**src/sv/wfur_pkg.sv**
```systemverilog
// Shared types and constants for the WebSocket frame unmask and reframe block.
// Depends on nothing; used by the front parser, the command queue, the beat generator, the top level and the checker.
package wfur_pkg;

  localparam int QDEPTH = 4;

  localparam logic [7:0] FIN_BIT     = 8'h80;
  localparam logic [6:0] LEN16_CODE  = 7'd126;
  localparam logic [6:0] LEN64_CODE  = 7'd127;
  localparam logic [6:0] SHORT_MAX   = 7'd125;
  localparam logic [3:0] OPC_CLOSE   = 4'h8;
  localparam logic [3:0] EXT16_BYTES = 4'd2;
  localparam logic [3:0] EXT64_BYTES = 4'd8;
  localparam logic [3:0] KEY_BYTES   = 4'd4;

  typedef enum logic [1:0] {
    KIND_FRAME = 2'd0,
    KIND_DROP  = 2'd1,
    KIND_CLOSE = 2'd2
  } kind_t;

  typedef enum logic [1:0] {
    CMD_HDR   = 2'd0,
    CMD_DATA  = 2'd1,
    CMD_DROP  = 2'd2,
    CMD_CLOSE = 2'd3
  } cmd_op_t;

  typedef struct packed {
    cmd_op_t     op;
    logic [7:0]  data;
    logic        last;
    logic        hdr_short;
    logic [15:0] len;
  } cmd_t;

endpackage

```
**src/sv/wfur_front.sv**
```systemverilog
// Front parser: accepts input bytes, tracks the frame header and turns frames into commands.
// Depends on wfur_pkg.
module wfur_front #(
  parameter longint unsigned MAX_RELAY_PAYLOAD = 65535
) (
  input  logic           clk,
  input  logic           rst,
  input  logic           accept,
  input  logic [7:0]     in_byte,
  output logic           cmd_valid,
  output wfur_pkg::cmd_t cmd
);

  typedef enum logic [6:0] {
    PH_FIRST   = 7'b0000001,
    PH_SECOND  = 7'b0000010,
    PH_EXTLEN  = 7'b0000100,
    PH_MASK    = 7'b0001000,
    PH_PAYLOAD = 7'b0010000,
    PH_SKIP    = 7'b0100000,
    PH_CLOSED  = 7'b1000000
  } phase_t;

  phase_t      phase, phase_next;
  logic [3:0]  frame_opcode, frame_opcode_next;
  logic        mask_present, mask_present_next;
  logic [3:0]  field_byte_count, field_byte_count_next;
  logic [63:0] payload_length, payload_length_next;
  logic [31:0] mask_key, mask_key_next;
  logic [1:0]  payload_index, payload_index_next;
  logic [63:0] remaining, remaining_next;

  logic        hd;
  logic [63:0] hd_len;
  logic [7:0]  key_byte;
  logic [3:0]  cnt_dec;

  assign cnt_dec = field_byte_count - 4'd1;

  always_comb begin
    case (payload_index)
      2'd0:    key_byte = mask_key[31:24];
      2'd1:    key_byte = mask_key[23:16];
      2'd2:    key_byte = mask_key[15:8];
      default: key_byte = mask_key[7:0];
    endcase
    if (!mask_present) begin
      key_byte = 8'd0;
    end
  end

  always_comb begin
    phase_next            = phase;
    frame_opcode_next     = frame_opcode;
    mask_present_next     = mask_present;
    field_byte_count_next = field_byte_count;
    payload_length_next   = payload_length;
    mask_key_next         = mask_key;
    payload_index_next    = payload_index;
    remaining_next        = remaining;
    hd                    = 1'b0;
    hd_len                = payload_length;
    cmd_valid             = 1'b0;
    cmd                   = '0;
    cmd.op                = wfur_pkg::CMD_DATA;
    unique case (phase)
      PH_FIRST: begin
        frame_opcode_next = in_byte[3:0];
        if (in_byte[3:0] == wfur_pkg::OPC_CLOSE) begin
          cmd_valid  = 1'b1;
          cmd.op     = wfur_pkg::CMD_CLOSE;
          cmd.last   = 1'b1;
          phase_next = PH_CLOSED;
        end else begin
          phase_next = PH_SECOND;
        end
      end
      PH_SECOND: begin
        mask_present_next   = in_byte[7];
        mask_key_next       = '0;
        payload_length_next = '0;
        if (in_byte[6:0] == wfur_pkg::LEN16_CODE || in_byte[6:0] == wfur_pkg::LEN64_CODE) begin
          field_byte_count_next = (in_byte[6:0] == wfur_pkg::LEN16_CODE) ?
                                  wfur_pkg::EXT16_BYTES : wfur_pkg::EXT64_BYTES;
          phase_next = PH_EXTLEN;
        end else begin
          payload_length_next = {57'd0, in_byte[6:0]};
          hd_len              = {57'd0, in_byte[6:0]};
          if (in_byte[7]) begin
            field_byte_count_next = wfur_pkg::KEY_BYTES;
            phase_next            = PH_MASK;
          end else begin
            field_byte_count_next = '0;
            hd                    = 1'b1;
          end
        end
      end
      PH_EXTLEN: begin
        payload_length_next   = {payload_length[55:0], in_byte};
        hd_len                = {payload_length[55:0], in_byte};
        field_byte_count_next = cnt_dec;
        if (cnt_dec == 4'd0) begin
          if (mask_present) begin
            field_byte_count_next = wfur_pkg::KEY_BYTES;
            phase_next            = PH_MASK;
          end else begin
            hd = 1'b1;
          end
        end
      end
      PH_MASK: begin
        mask_key_next         = {mask_key[23:0], in_byte};
        field_byte_count_next = cnt_dec;
        if (cnt_dec == 4'd0) begin
          hd = 1'b1;
        end
      end
      PH_PAYLOAD: begin
        cmd_valid          = 1'b1;
        cmd.op             = wfur_pkg::CMD_DATA;
        cmd.data           = in_byte ^ key_byte;
        cmd.last           = (remaining == 64'd1);
        payload_index_next = payload_index + 2'd1;
        remaining_next     = remaining - 64'd1;
        if (remaining == 64'd1) begin
          phase_next = PH_FIRST;
        end
      end
      PH_SKIP: begin
        remaining_next = remaining - 64'd1;
        if (remaining == 64'd1) begin
          phase_next = PH_FIRST;
        end
      end
      PH_CLOSED: begin
        phase_next = PH_CLOSED;
      end
      default: begin
        phase_next = PH_FIRST;
      end
    endcase

    if (hd) begin
      payload_index_next = '0;
      remaining_next     = hd_len;
      cmd_valid          = 1'b1;
      if (hd_len > 64'(MAX_RELAY_PAYLOAD)) begin
        cmd.op     = wfur_pkg::CMD_DROP;
        cmd.last   = 1'b1;
        phase_next = PH_SKIP;
      end else begin
        cmd.op        = wfur_pkg::CMD_HDR;
        cmd.data      = {4'd0, frame_opcode};
        cmd.hdr_short = (hd_len <= 64'(wfur_pkg::SHORT_MAX));
        cmd.len       = hd_len[15:0];
        phase_next    = (hd_len == 64'd0) ? PH_FIRST : PH_PAYLOAD;
      end
    end
  end

  always_ff @(posedge clk) begin
    if (rst) begin
      phase            <= PH_FIRST;
      frame_opcode     <= '0;
      mask_present     <= 1'b0;
      field_byte_count <= '0;
      payload_length   <= '0;
      mask_key         <= '0;
      payload_index    <= '0;
      remaining        <= '0;
    end else if (accept) begin
      phase            <= phase_next;
      frame_opcode     <= frame_opcode_next;
      mask_present     <= mask_present_next;
      field_byte_count <= field_byte_count_next;
      payload_length   <= payload_length_next;
      mask_key         <= mask_key_next;
      payload_index    <= payload_index_next;
      remaining        <= remaining_next;
    end
  end

endmodule

```
**src/sv/wfur_queue.sv**
```systemverilog
// Short command queue between the front parser and the beat generator.
// Depends on wfur_pkg for the command type and the queue depth.
module wfur_queue (
  input  logic           clk,
  input  logic           rst,
  input  logic           push,
  input  wfur_pkg::cmd_t push_cmd,
  input  logic           pop,
  output wfur_pkg::cmd_t head,
  output logic           nonempty,
  output logic           full
);

  localparam int PW = $clog2(wfur_pkg::QDEPTH);
  localparam int CW = $clog2(wfur_pkg::QDEPTH + 1);

  wfur_pkg::cmd_t entries [wfur_pkg::QDEPTH];
  logic [PW-1:0]  wr_ptr;
  logic [PW-1:0]  rd_ptr;
  logic [CW-1:0]  count;

  assign head     = entries[rd_ptr];
  assign nonempty = (count != '0);
  assign full     = (count == CW'(wfur_pkg::QDEPTH));

  always_ff @(posedge clk) begin
    if (push) begin
      entries[wr_ptr] <= push_cmd;
    end
  end

  always_ff @(posedge clk) begin
    if (rst) begin
      wr_ptr <= '0;
      rd_ptr <= '0;
      count  <= '0;
    end else begin
      if (push) begin
        wr_ptr <= (wr_ptr == PW'(wfur_pkg::QDEPTH - 1)) ? '0 : wr_ptr + PW'(1);
      end
      if (pop) begin
        rd_ptr <= (rd_ptr == PW'(wfur_pkg::QDEPTH - 1)) ? '0 : rd_ptr + PW'(1);
      end
      case ({push, pop})
        2'b10:   count <= count + CW'(1);
        2'b01:   count <= count - CW'(1);
        default: count <= count;
      endcase
    end
  end

endmodule

```
**src/sv/wfur_back.sv**
```systemverilog
// Beat generator: expands queued commands into result beats held in an output register.
// Depends on wfur_pkg.
module wfur_back (
  input  logic           clk,
  input  logic           rst,
  input  wfur_pkg::cmd_t head,
  input  logic           head_valid,
  output logic           head_done,
  input  logic           pop,
  output logic           empty,
  output logic [7:0]     out_byte,
  output logic [1:0]     kind,
  output logic           last
);

  logic       out_valid;
  logic [1:0] beat;
  logic       load;
  logic       final_beat;
  logic [7:0] byte_next;
  logic [1:0] kind_next;
  logic       last_next;

  assign load      = head_valid && (!out_valid || pop);
  assign head_done = load && final_beat;
  assign empty     = !out_valid;

  always_comb begin
    byte_next  = 8'd0;
    kind_next  = wfur_pkg::KIND_FRAME;
    last_next  = 1'b1;
    final_beat = 1'b1;
    unique case (head.op)
      wfur_pkg::CMD_DATA: begin
        byte_next = head.data;
        last_next = head.last;
      end
      wfur_pkg::CMD_DROP: begin
        kind_next = wfur_pkg::KIND_DROP;
      end
      wfur_pkg::CMD_CLOSE: begin
        kind_next = wfur_pkg::KIND_CLOSE;
      end
      wfur_pkg::CMD_HDR: begin
        last_next  = 1'b0;
        final_beat = 1'b0;
        case (beat)
          2'd0: begin
            byte_next = wfur_pkg::FIN_BIT | head.data;
          end
          2'd1: begin
            if (head.hdr_short) begin
              byte_next  = head.len[7:0];
              last_next  = (head.len == 16'd0);
              final_beat = 1'b1;
            end else begin
              byte_next = {1'b0, wfur_pkg::LEN16_CODE};
            end
          end
          2'd2: begin
            byte_next = head.len[15:8];
          end
          default: begin
            byte_next  = head.len[7:0];
            final_beat = 1'b1;
          end
        endcase
      end
      default: begin
        last_next = 1'b1;
      end
    endcase
  end

  always_ff @(posedge clk) begin
    if (load) begin
      out_byte <= byte_next;
      kind     <= kind_next;
      last     <= last_next;
    end
  end

  always_ff @(posedge clk) begin
    if (rst) begin
      out_valid <= 1'b0;
      beat      <= '0;
    end else begin
      if (load) begin
        out_valid <= 1'b1;
        beat      <= final_beat ? 2'd0 : beat + 2'd1;
      end else if (pop) begin
        out_valid <= 1'b0;
      end
    end
  end

endmodule

```
**src/sv/websocket_frame_unmask_reframe.sv**
```systemverilog
// WebSocket frame unmask and reframe: parses client frames byte by byte and emits server frames.
// A result beat is registered first in the command queue and then in the output register.
// Throughput: one input byte per cycle while the queue is not full; the beat generator expands
// a relayed header into its first byte and a short or 16-bit extended length, one beat per cycle while beats are taken.
// Reset is synchronous; it clears the parser and the command queue and empties the output register.
// Depends on wfur_pkg, wfur_front, wfur_queue and wfur_back.
module websocket_frame_unmask_reframe #(
  parameter longint unsigned MAX_RELAY_PAYLOAD = 65535
) (
  input  logic       clk,
  input  logic       rst,
  input  logic       push,
  output logic       full,
  input  logic [7:0] in_byte,
  output logic       empty,
  input  logic       pop,
  output logic [7:0] out_byte,
  output logic [1:0] kind,
  output logic       last
);

  logic           accept;
  logic           cmd_valid;
  wfur_pkg::cmd_t cmd;
  wfur_pkg::cmd_t head;
  logic           head_valid;
  logic           head_done;

  assign accept = push && !full;

  wfur_front #(
    .MAX_RELAY_PAYLOAD(MAX_RELAY_PAYLOAD)
  ) u_front (
    .clk       (clk),
    .rst       (rst),
    .accept    (accept),
    .in_byte   (in_byte),
    .cmd_valid (cmd_valid),
    .cmd       (cmd)
  );

  wfur_queue u_queue (
    .clk      (clk),
    .rst      (rst),
    .push     (accept && cmd_valid),
    .push_cmd (cmd),
    .pop      (head_done),
    .head     (head),
    .nonempty (head_valid),
    .full     (full)
  );

  wfur_back u_back (
    .clk        (clk),
    .rst        (rst),
    .head       (head),
    .head_valid (head_valid),
    .head_done  (head_done),
    .pop        (pop && !empty),
    .empty      (empty),
    .out_byte   (out_byte),
    .kind       (kind),
    .last       (last)
  );

endmodule

```
**config.mk**
```make
export PLATFORM = sky130hd
export DESIGN_NAME = websocket_frame_unmask_reframe
export DESIGN_NICKNAME = d
export VERILOG_FILES = /design/src/sv/wfur_pkg.sv /design/src/sv/wfur_front.sv /design/src/sv/wfur_queue.sv /design/src/sv/wfur_back.sv /design/src/sv/websocket_frame_unmask_reframe.sv
export SDC_FILE = /design/constraint.sdc
export NUM_CORES = 1
export LEC_CHECK = 0
export ABC_AREA = 1
export BUFFER_PORTS_ARGS = -buffer_cell sky130_fd_sc_hd__buf_2
export CAP_MARGIN = 20
export CORE_ASPECT_RATIO = 0.6
export CORE_MARGIN = 10
export CORE_UTILIZATION = 45
export CTS_BUF_LIST = sky130_fd_sc_hd__clkbuf_8 sky130_fd_sc_hd__clkbuf_16
export DETAILED_ROUTE_END_ITERATION = 16
export SLEW_MARGIN = 20
export SYNTH_ARGS = -nofsm -noshare
export SYNTH_HDL_FRONTEND = slang
export SYNTH_SLANG_ARGS = --single-unit
```
**constraint.sdc**
```tcl
create_clock -name clk -period 4.3 [get_ports clk]
set_clock_uncertainty 0.1 [all_clocks]
set_input_delay 0.645 -clock clk [delete_from_list [all_inputs] [get_ports clk]]
set_output_delay 0.645 -clock clk [all_outputs]
set_load 0.02 [all_outputs]
```
Word level (Yosys, flattened, before mapping)
Memory sizes are Yosys's and may differ from the RTL's. A register that Yosys moved wholly into a read port is not among the register bits.
Cells that the tools add are included.
W data, S select, Z words.
{ "word_totals": {"input_bits": 12, "reg_bits": 199, "out_inout_bits": 13, "elab_cells": 154, "mem_bits_rw": 112, "memories": 1} }
{ "memory_table": {"columns": ["memory", "words", "width", "read_ports", "rd_clocked_by_memory_dff", "wr", "line_no", "source"], "rows": [
  ["u_queue.entries", 4, 28, 1, 1, 1, "wfur_queue.sv:17", "wfur_pkg::cmd_t entries [wfur_pkg::QDEPTH];"]
]} }
{ "op_classes": {"n_eq_ne": 28, "add_sub_neg": 8, "n_reduce_logical": 33, "n_lt_le_gt_ge": 2, "bitwise_logic": 1, "muxes": 65} }
{ "ops": {"columns": ["op", "count"], "rows": [
  ["$pmux W64 S2", 2],
  ["$mux W64", 3],
  ["$eq A64 B1 Y1 const B", 1],
  ["$gt A64 B16 Y1 const B", 1],
  ["$le A64 B7 Y1 const B", 1],
  ["$logic_not A64 Y1", 1],
  ["$pmux W32 S2", 1],
  ["$sub A64 B1 Y64 const B", 1],
  ["$mux W7", 9],
  ["$pmux W8 S3", 2],
  ["$pmux W7 S6", 1],
  ["$mux W8", 4],
  ["$mux W28", 1],
  ["$eq A7 B7 Y1 const B", 3],
  ["$mux W2", 10],
  ["$mux W17", 1],
  ["$logic_not A16 Y1", 1],
  ["$mux W1", 16],
  ["$mux W4", 4],
  ["$pmux W8 S2", 1],
  ["$eq A2 B2 Y1 const B", 7],
  ["$reduce_and A2 Y1", 7],
  ["$pmux W4 S3", 1],
  ["$reduce_bool A2 Y1", 6],
  ["other kinds (31)", 52]
]} }

Longest topological paths before layout
Gate-level depths: netlist (run 1).
{ "depth": {"word_depth": 8, "depth_mapped": 19, "ltp_nobuf": 19} }

Hierarchy
From an unflattened synthesis (run 1), not the netlist that was laid out.
{ "unflattened": {"cells_unflattened": 2245, "hier_area_um2": 16721.0} }
{ "modules_own_cells": {"columns": ["module", "n_inst", "cells_each", "area_each_um2", "seq_area_each_um2"], "rows": [
  ["wfur_front", 1, 1768, 11081.9, 3563.4],
  ["wfur_queue", 1, 332, 4621.9, 3543.4],
  ["wfur_back", 1, 138, 985.9, 390.4],
  ["websocket_frame_unmask_reframe", 1, 7, 31.3, 0.0]
]} }

Least setup slack after synthesis (run 1)
No wires, ideal clock.
{ "synth_path": {"path_kind": "input-to-reg", "startpoint": "in in_byte[2]", "endpoint": "mem u_queue.entries[0][0] (netlist name), enable pin", "setup_slack_ps": 902, "required_time_ps": 3787, "path_stages": 12, "arrival_time_ps": 2885, "path_cell_list": "buf_4 nand2_1 nor2_1 nand2_1 nand2_2 inv_2 nand3_2 o21ai_2 o21ai_1 inv_1 a21oi_2 nor2_1"} }
{ "synth_via": {"elab_chain_cells": 8, "word_cells_on_any_way": 12, "classes_between": "3 x eq/ne; 7 x mux; 2 x reduce/logical"} }
{ "synth_rtl": {"columns": ["element", "line_no", "source"], "rows": [
  ["start, declared", "websocket_frame_unmask_reframe.sv:14", "input logic [7:0] in_byte,"],
  ["$eq A7 B7 Y1", "wfur_front.sv:82", "if (in_byte[6:0] == wfur_pkg::LEN16_CODE || in_byte[6:0] == wfur_pkg::LEN64_CODE) begin"],
  ["$logic_or A1 B1 Y1", "wfur_front.sv:82", null],
  ["$mux W1", "wfur_front.sv:82", null],
  ["$pmux W1 S3", "wfur_front.sv:66", "unique case (phase)"],
  ["$mux W1 (*)", "wfur_front.sv:143", "if (hd) begin"],
  ["$logic_and A1 B1 Y1 (*)", "websocket_frame_unmask_reframe.sv:45", ".push (accept && cmd_valid),"],
  ["$mux W1 (*)", "wfur_queue.sv:27", "if (push) begin"],
  ["$mux W1 (not written as such) (*)", "wfur_queue.sv:28", "entries[wr_ptr] <= push_cmd;"],
  ["end, declared", "wfur_queue.sv:17", null]
]} }
Every way passes the cells marked *; elsewhere a longest branch is shown, timed or not.

==> results.md, run 1 <==
* Latest clock arrival within the worst-skew pair at 530 ps
* Total core area at approximately 36,000 sq um
* Largest net degree at the start of global routing at 92
* Worst Path Required at 4430 ps
* Via/cell ratio at 5.814
* Crit path setup slack, layout at 409.0 ps
* Seq cells post-synth at 313
* Cell Area, Synth at 16,520 sq um
* Wire per inst at 20.28 um
* Part of the cycle the worst path needs at 90.49%
* Worst setup SP type: flop
* Fillers at 3,533
* Final hold slack at roughly 320 ps
* # hold bufs at CTS at 0
* Clk pin slew, worst setup/hold paths at around 60 ps
* Setup Buffers After CTS at 0
* P&R area growth vs syn at 8.773%
* Routed Antenna Nets at 0
* Initial antenna violation count at 0
* IO Count at 25
* Sequential share of the synthesized area at 45.39%
* Design Area, Final at 17,960 sq um
* PortBufs at 24
* Post-cts resize count at 0
* Fmax at roughly 260 MHz
* Status: finished clean
* Register Area at 7498 sq um
* Synth Instances at 2,227
* Antenna Cells at 0
* Grt ovf at 0
* 1st-iter DRT viols at 2,242
* Max Cap Viol at 0
* CP startpoint: u_front.phase[5]$_SDFFE_PP0P_
* Root Driver: clkbuf_16
* Final TNS setup at 0 ps
* Vias at 15,640
* Total Routed Length at approximately 55,000 um
* CP arrival at 4020 ps
* Final setup violation count at 0
* Number of remaining DRC errors at 0
* Htree depth at 2
* First-pass GRT wire length at 83,980 um
* Cell taking the most area after synthesis: dfxtp_1
* Leak at just over 7 nW
* Hold Fails Final Rpt at 0
* Die height at 168.4 um
* Hold Crit Class: in -> reg
* Cell total after placement at 2,630
* Cell variety after synth at 53
* Final core utilization at roughly half
* Slew HR at 38.37%
* Final cell count without fillers at 2,690
* Total Routing Usage GR at 23.72%
* Synth warn at 0
* Vias in the first global route at 13,720
* Layout cells sized above 1 at roughly 6.7%
* Cell Area, Placed at 16,920 sq um
* TritonCTS clock tree: yes
* HPWL after DPL at 38,280 um
* R2r startpoint: u_front.phase[5]$_SDFFE_PP0P_
* Maximum vdd drop at around 0.33 mV
* Critical path capture point type: flop
* Maximum root-to-sink buffer count at 3
* Most frequent cells in the layout: nand2_1, nor2_1, a21oi_1
* Slew @ Worst Pin at 924.5 ps
* CP Max Fanout at a little over 90
* Post-synth EDFFs at 123
* Max Slew Vio Count at 0
* Top-area cell type share of the netlist area at 23.03%
* Die Wd at 267.3 um
* Final nets at 2,221
* Main flop type after synthesis: dfxtp_1
* DIE AREA at 45,020 sq um
* Power Dens Cells at ~480 nW/um^2
* CTS sink cnt at between 300 and 400
* Unrepaired setup endpoints after global routing: no
* Post-place setup slack at between 500 and 600 ps
* Area occupied by multi-input gates at between 7000 and 8000 sq um
* Hold Startpoint: in_byte[4]
* Initial core utilization at 45.52%
* Post-layout minimum cycle time at slightly below 4000 ps
* Synth top area cells: dfxtp_1, edfxtp_1, nand2_1
* Synthesized Nets at 2,258
* First drt pass iteration count at 5
* Clock buffer count from CTS at 34
* Synth async-reset ratio at 0%
* Post-Synthesis Mean Instance Area at 7.416 sq um
* Setup CP Type: reg -> reg
* RePlAce Congestion at 0.9455
* Most common cell after layout, fill and taps aside: nand2_1
* Total power at 8.629 mW
* Core Rows at 54
## sequential cells by signal, indices dropped and copies added (netlist names), named ones only
name,count
u_back.kind,2
u_back.out_byte,8
u_front.field_byte_count,4
u_queue.wr_ptr,2
u_front.phase,7
u_queue.rd_ptr,2
u_front.mask_key,32
u_front.mask_present,1
u_queue.count,3
u_front.remaining,64
u_back.out_valid,1
u_front.frame_opcode,4
u_back.last,1
u_queue.entries,112
u_back.beat,2
u_front.payload_length,64
u_front.payload_index,2
## area by class of cell
class,count,share of cell area (%)
clock buffers,39,5.182
clock inverters,21,0.6338
inverters,139,2.918
multi-input cells,1649,44.25
flip-flops and latches,313,41.74
well taps,476,3.315
repair buffers,53,1.964
## Yosys cell counts (2+ instances only)
library cell    n
buf_4           8
nor2_1        300
inv_1         129
o211a_1         2
o21ai_1         5
a32o_1         15
dfxtp_1       190
a32oi_1         2
a221oi_1        4
ha_1           18
o22ai_1        10
nand4_1        30
xor2_1         18
a311oi_1        5
or2_2           5
nand3_2         2
nand2_1       532
buf_1           5
o21ai_0       156
nor4_1          2
a31oi_1        33
nor3_1         18
clkinv_1        2
nor2_4          2
xnor2_1        22
inv_2           7
nor2_2          2
clkbuf_1       75
a21oi_1       226
buf_6           6
a211oi_1        9
buf_2          32
a21oi_2         3
a22o_1          2
edfxtp_1      123
nand2_2         6
nand3b_1       12
nand3_1       194
## critical path: stages (launching register included)
cell     delay [ps]
dfxtp_1         390
inv_1           100
nand2_2         120
inv_2            60
nand2_2          60
buf_4           370
inv_4           410
nand2_1         180
nand3_1         140
nor2_1          330
nand2_1         100
nor2_1          150
nand2_1         110
nor2_4          150
nand3_4         260
inv_2           200
nand2_1          60
o21ai_0         270
## metal layers
layer / share of wire (%) / track usage (%) / vias up / routed length, um
met3: 12 / 6.707 / 49 / 6779
met2: 36 / 29.02 / 776 / 19760
met5: 0 / 0 / - / 0
li1: - / - / 7446 / -
met4: 1.2 / 3.840 / 0 / 650
met1: 50 / 39.02 / 7370 / 27360
## final timing paths
kind                                       end  slack [ps]  cells after the start
min           u_front.mask_key[4]$_SDFFE_PP0P_         320                      3
max reg2reg   u_queue.entries[0][19]$_DFFE_PP_         410                     17
max           u_queue.entries[0][19]$_DFFE_PP_         410                     17
min reg2reg  u_front.mask_key[24]$_SDFFE_PP0P_         370                      2
## kinds of logic after synthesis
logic type | synth area share, %
DFF | 45.39
xor gates and xnor gates | 2.121
adders and majority gates | 1.485
and+or+nand+nor | 28.33
AOI/OAI and AO/OA | 15.94
buffers and inverters | 6.735
## power by group
group | internal, mW | switching (mW) | leakage [nW]
Sequential | 3.23 | 0.0981 | 2.67
Combinational | 0.810 | 1.69 | 4.04
Clock | 1.55 | 1.24 | 0.549
Note: power is estimated with default switching activity, not from simulation.
==> run 2, diff against run 1 <==
--- a/config.mk
+++ b/config.mk
@@ -10,9 +10,10 @@
 export CAP_MARGIN = 20
 export CORE_ASPECT_RATIO = 0.6
 export CORE_MARGIN = 10
-export CORE_UTILIZATION = 45
+export CORE_UTILIZATION = 55
 export CTS_BUF_LIST = sky130_fd_sc_hd__clkbuf_8 sky130_fd_sc_hd__clkbuf_16
 export DETAILED_ROUTE_END_ITERATION = 16
+export PLACE_DENSITY = 0.71
 export SLEW_MARGIN = 20
 export SYNTH_ARGS = -nofsm -noshare
 export SYNTH_HDL_FRONTEND = slang
==> constraint.sdc (replaced) <==
create_clock -name clk -period 4.3 [get_ports clk]
set_clock_uncertainty 0.1 [all_clocks]
set_input_delay 0.86 -clock clk [delete_from_list [all_inputs] [get_ports clk]]
set_output_delay 0.86 -clock clk [all_outputs]
set_load 0.02 [all_outputs]
==> run 2 against run 1 <==
Effect of this change: first-iteration DRC count shrank 5.4%; final area shrank 0.15%; power is essentially flat; critical endpoint is now u_queue.entries[0][20]$_DFFE_PP_; largest power group unchanged.
==> results.md, run 2 (synthesized netlist as in run 1, its figures left out) <==
* Slew @ Worst Pin at 1035 ps (+110.5 ps)
* First-pass GRT wire length at 80,210 um (-4.5%)
* Initial antenna violation count at 0 (unchanged)
* Leak at 7.261 nW (about the same)
* Top flop regs: u_queue.entries x112, u_front.payload_length x64, u_front.remaining x64
* Post-cts resize count at 0 (unchanged)
* Vias in the first global route at 13,570 (-1.0%)
* Routed Antenna Nets at 0 (unchanged)
* Latest clock arrival within the worst-skew pair at 580 ps (+50 ps)
* Via/cell ratio at 5.986 (+2.9%)
* Worst hold path depth at 2 (-1)
* Endpoint, Worst Hold: u_front.mask_key[31]$_SDFFE_PP0P_
* Hold Fails Final Rpt at 0 (unchanged)
* HPWL after DPL at 36,640 um (-4.3%)
* Slew HR at 31.00% (-7.4 points)
* Most common cell after layout, fill and taps aside: nand2_1
* Final nets at 2,222 (+0.045%)
* Power Dens Cells at 481.5 nW/um^2 (+0.23%)
* CP Max Fanout at 86 (-5.5%)
* R2R Setup Slk at 710 ps (+300 ps)
* CTS sink cnt at 313 (unchanged)
* FF-to-FF End: u_queue.entries[0][20]$_DFFE_PP_
* Root Driver: clkbuf_16
* R2r startpoint: u_front.phase[6]$_SDFFE_PP0P_
* Total power at 8.637 mW (about the same)
* Critical path capture point type: flop
* 1st-iter DRT viols at 2,120 (-5.4%)
* Hold Crit Class: reg -> reg
* CP arrival at 3790 ps (-230 ps)
* Largest net degree at the start of global routing at 92 (unchanged)
* Status: finished clean
* Max Cap Viol at 0 (unchanged)
* Final TNS setup at 0 ps (unchanged)
* Worst Path Required at 4500 ps (+70 ps)
* Reg with most FFs: u_queue.entries
* Unrepaired setup endpoints after global routing: no
* Maximum vdd drop at 0.3173 mV (-4.3%)
* Vias at 15,690 (+0.31%)
* First drt pass iteration count at 6 (+1)
* Setup CP Type: reg -> reg
* Part of the cycle the worst path needs at 83.50% (-7.0 points)
* Setup Buffers After CTS at 0 (unchanged)
* Flip-flop count of the largest register after layout at 112 (unchanged)
* RePlAce Congestion at 0.9874 (+4.4%)
* Most frequent cells in the layout: nand2_1, nor2_1, a21oi_1
* Htree depth at 1 (-1)
* Die Wd at 243.7 um (-8.8%)
* Total Routed Length at 51,870 um (-4.9%)
* PortBufs at 24 (unchanged)
* TritonCTS clock tree: yes
* Clk pin slew, worst setup/hold paths at 60 ps (about the same)
* Wire per inst at 19.79 um (-2.4%)
* Core Rows at 49 (-9.3%)
* Number of remaining DRC errors at 0 (unchanged)
* Final setup violation count at 0 (unchanged)
* Total core area at 29,800 sq um (-18%)
* Worst Reg2Reg Path Length in Cells at 12 (-5)
* P&R area growth vs syn at 8.614%
* Total Routing Usage GR at 26.70% (+3.0 points)
* DIE AREA at 37,590 sq um (-17%)
* Clock buffer count from CTS at 30 (-12%)
* Maximum root-to-sink buffer count at 3 (unchanged)
* Max Slew Vio Count at 0 (unchanged)
* Grt ovf at 0 (unchanged)
* IO Count at 25 (unchanged)
* Initial core utilization at 55.43% (+9.9 points)
* Layout cells sized above 1 at 6.914% (+0.18 points)
* Hold Startpoint: u_front.mask_key[31]$_SDFFE_PP0P_
* Worst setup SP type: flop
* Post-layout minimum cycle time at 3591 ps (-300.3 ps)
* # hold bufs at CTS at 0 (unchanged)
* Antenna Cells at 0 (unchanged)
* Die height at 154.2 um (-8.4%)
* Fmax at 278.5 MHz (+8.4%)
run 2: cell type report:
type                    count  area, sq um
clock inverters            21        249.0
inverters                 139        524.3
clock buffers              33        792.0
multi-input cells        1649         7949
repair buffers             58        415.4
well taps                 408        510.5
fillers                  2711        11860
flip-flops and latches    313         7498
run 2: power breakdown:
group | internal [mW] | switching, mW | leakage [nW]
sequential | 3.23 | 0.0940 | 2.67
combinational | 0.820 | 1.68 | 4.07
clock | 1.63 | 1.19 | 0.519
total | 5.68 | 2.96 | 7.26
run 2: how the worst max path moves through the flow:
stage | cells after the start | end | start | slack, ps
detailed placement | 20 | u_queue.count[2]$_SDFFE_PP0P_ | in_byte[2] | 490
CTS | 12 | u_queue.entries[0][20]$_DFFE_PP_ | u_front.phase[6]$_SDFFE_PP0P_ | 850
finish | 12 | u_queue.entries[0][20]$_DFFE_PP_ | u_front.phase[6]$_SDFFE_PP0P_ | 710
global route | 12 | u_queue.entries[0][20]$_DFFE_PP_ | u_front.phase[6]$_SDFFE_PP0P_ | 460
floorplan | 12 | u_queue.entries[0][0]$_DFFE_PP_ | in_byte[2] | 690
global placement | 20 | u_queue.count[2]$_SDFFE_PP0P_ | in_byte[2] | 650
run 2: per-layer routing:
layer  global-route usage (%)  part of all wire (%)  wire length [um]  vias up
met3                    8.308                    14              7457       47
met4                    4.153                   1.3               695        0
met2                    33.08                    37             19200      863
li1                         -                     -                 -     7447
met1                    43.39                    47             24520     7332
met5                        0                     0                 0        -
run 2: per-stage QoR:
step,instances,util [%],setup WS [ps],area (sq um),hold WS (ps)
2_1_floorplan,2227,-,687.3,16520,341.2
3_3_place_gp,2567,56.71,651.5,16900,348.7
3_5_place_dp,2567,56.71,485.5,16900,355.3
4_1_cts,2621,60.20,848.2,17940,365.5
5_1_grt,2621,60.20,455.6,17940,386.3
6_report,2621,60.20,709.3,17940,361.5
run 2: critical path: stages, from the launching register on:
cell     delay, ps
dfxtp_1        360
nor2_4         170
nand2_2        100
inv_2           80
nand2_2        170
o21ai_0        420
inv_1          170
o21ai_4        160
buf_4          700
nand3_4        370
inv_2          190
nand2_1         60
o21ai_0        220
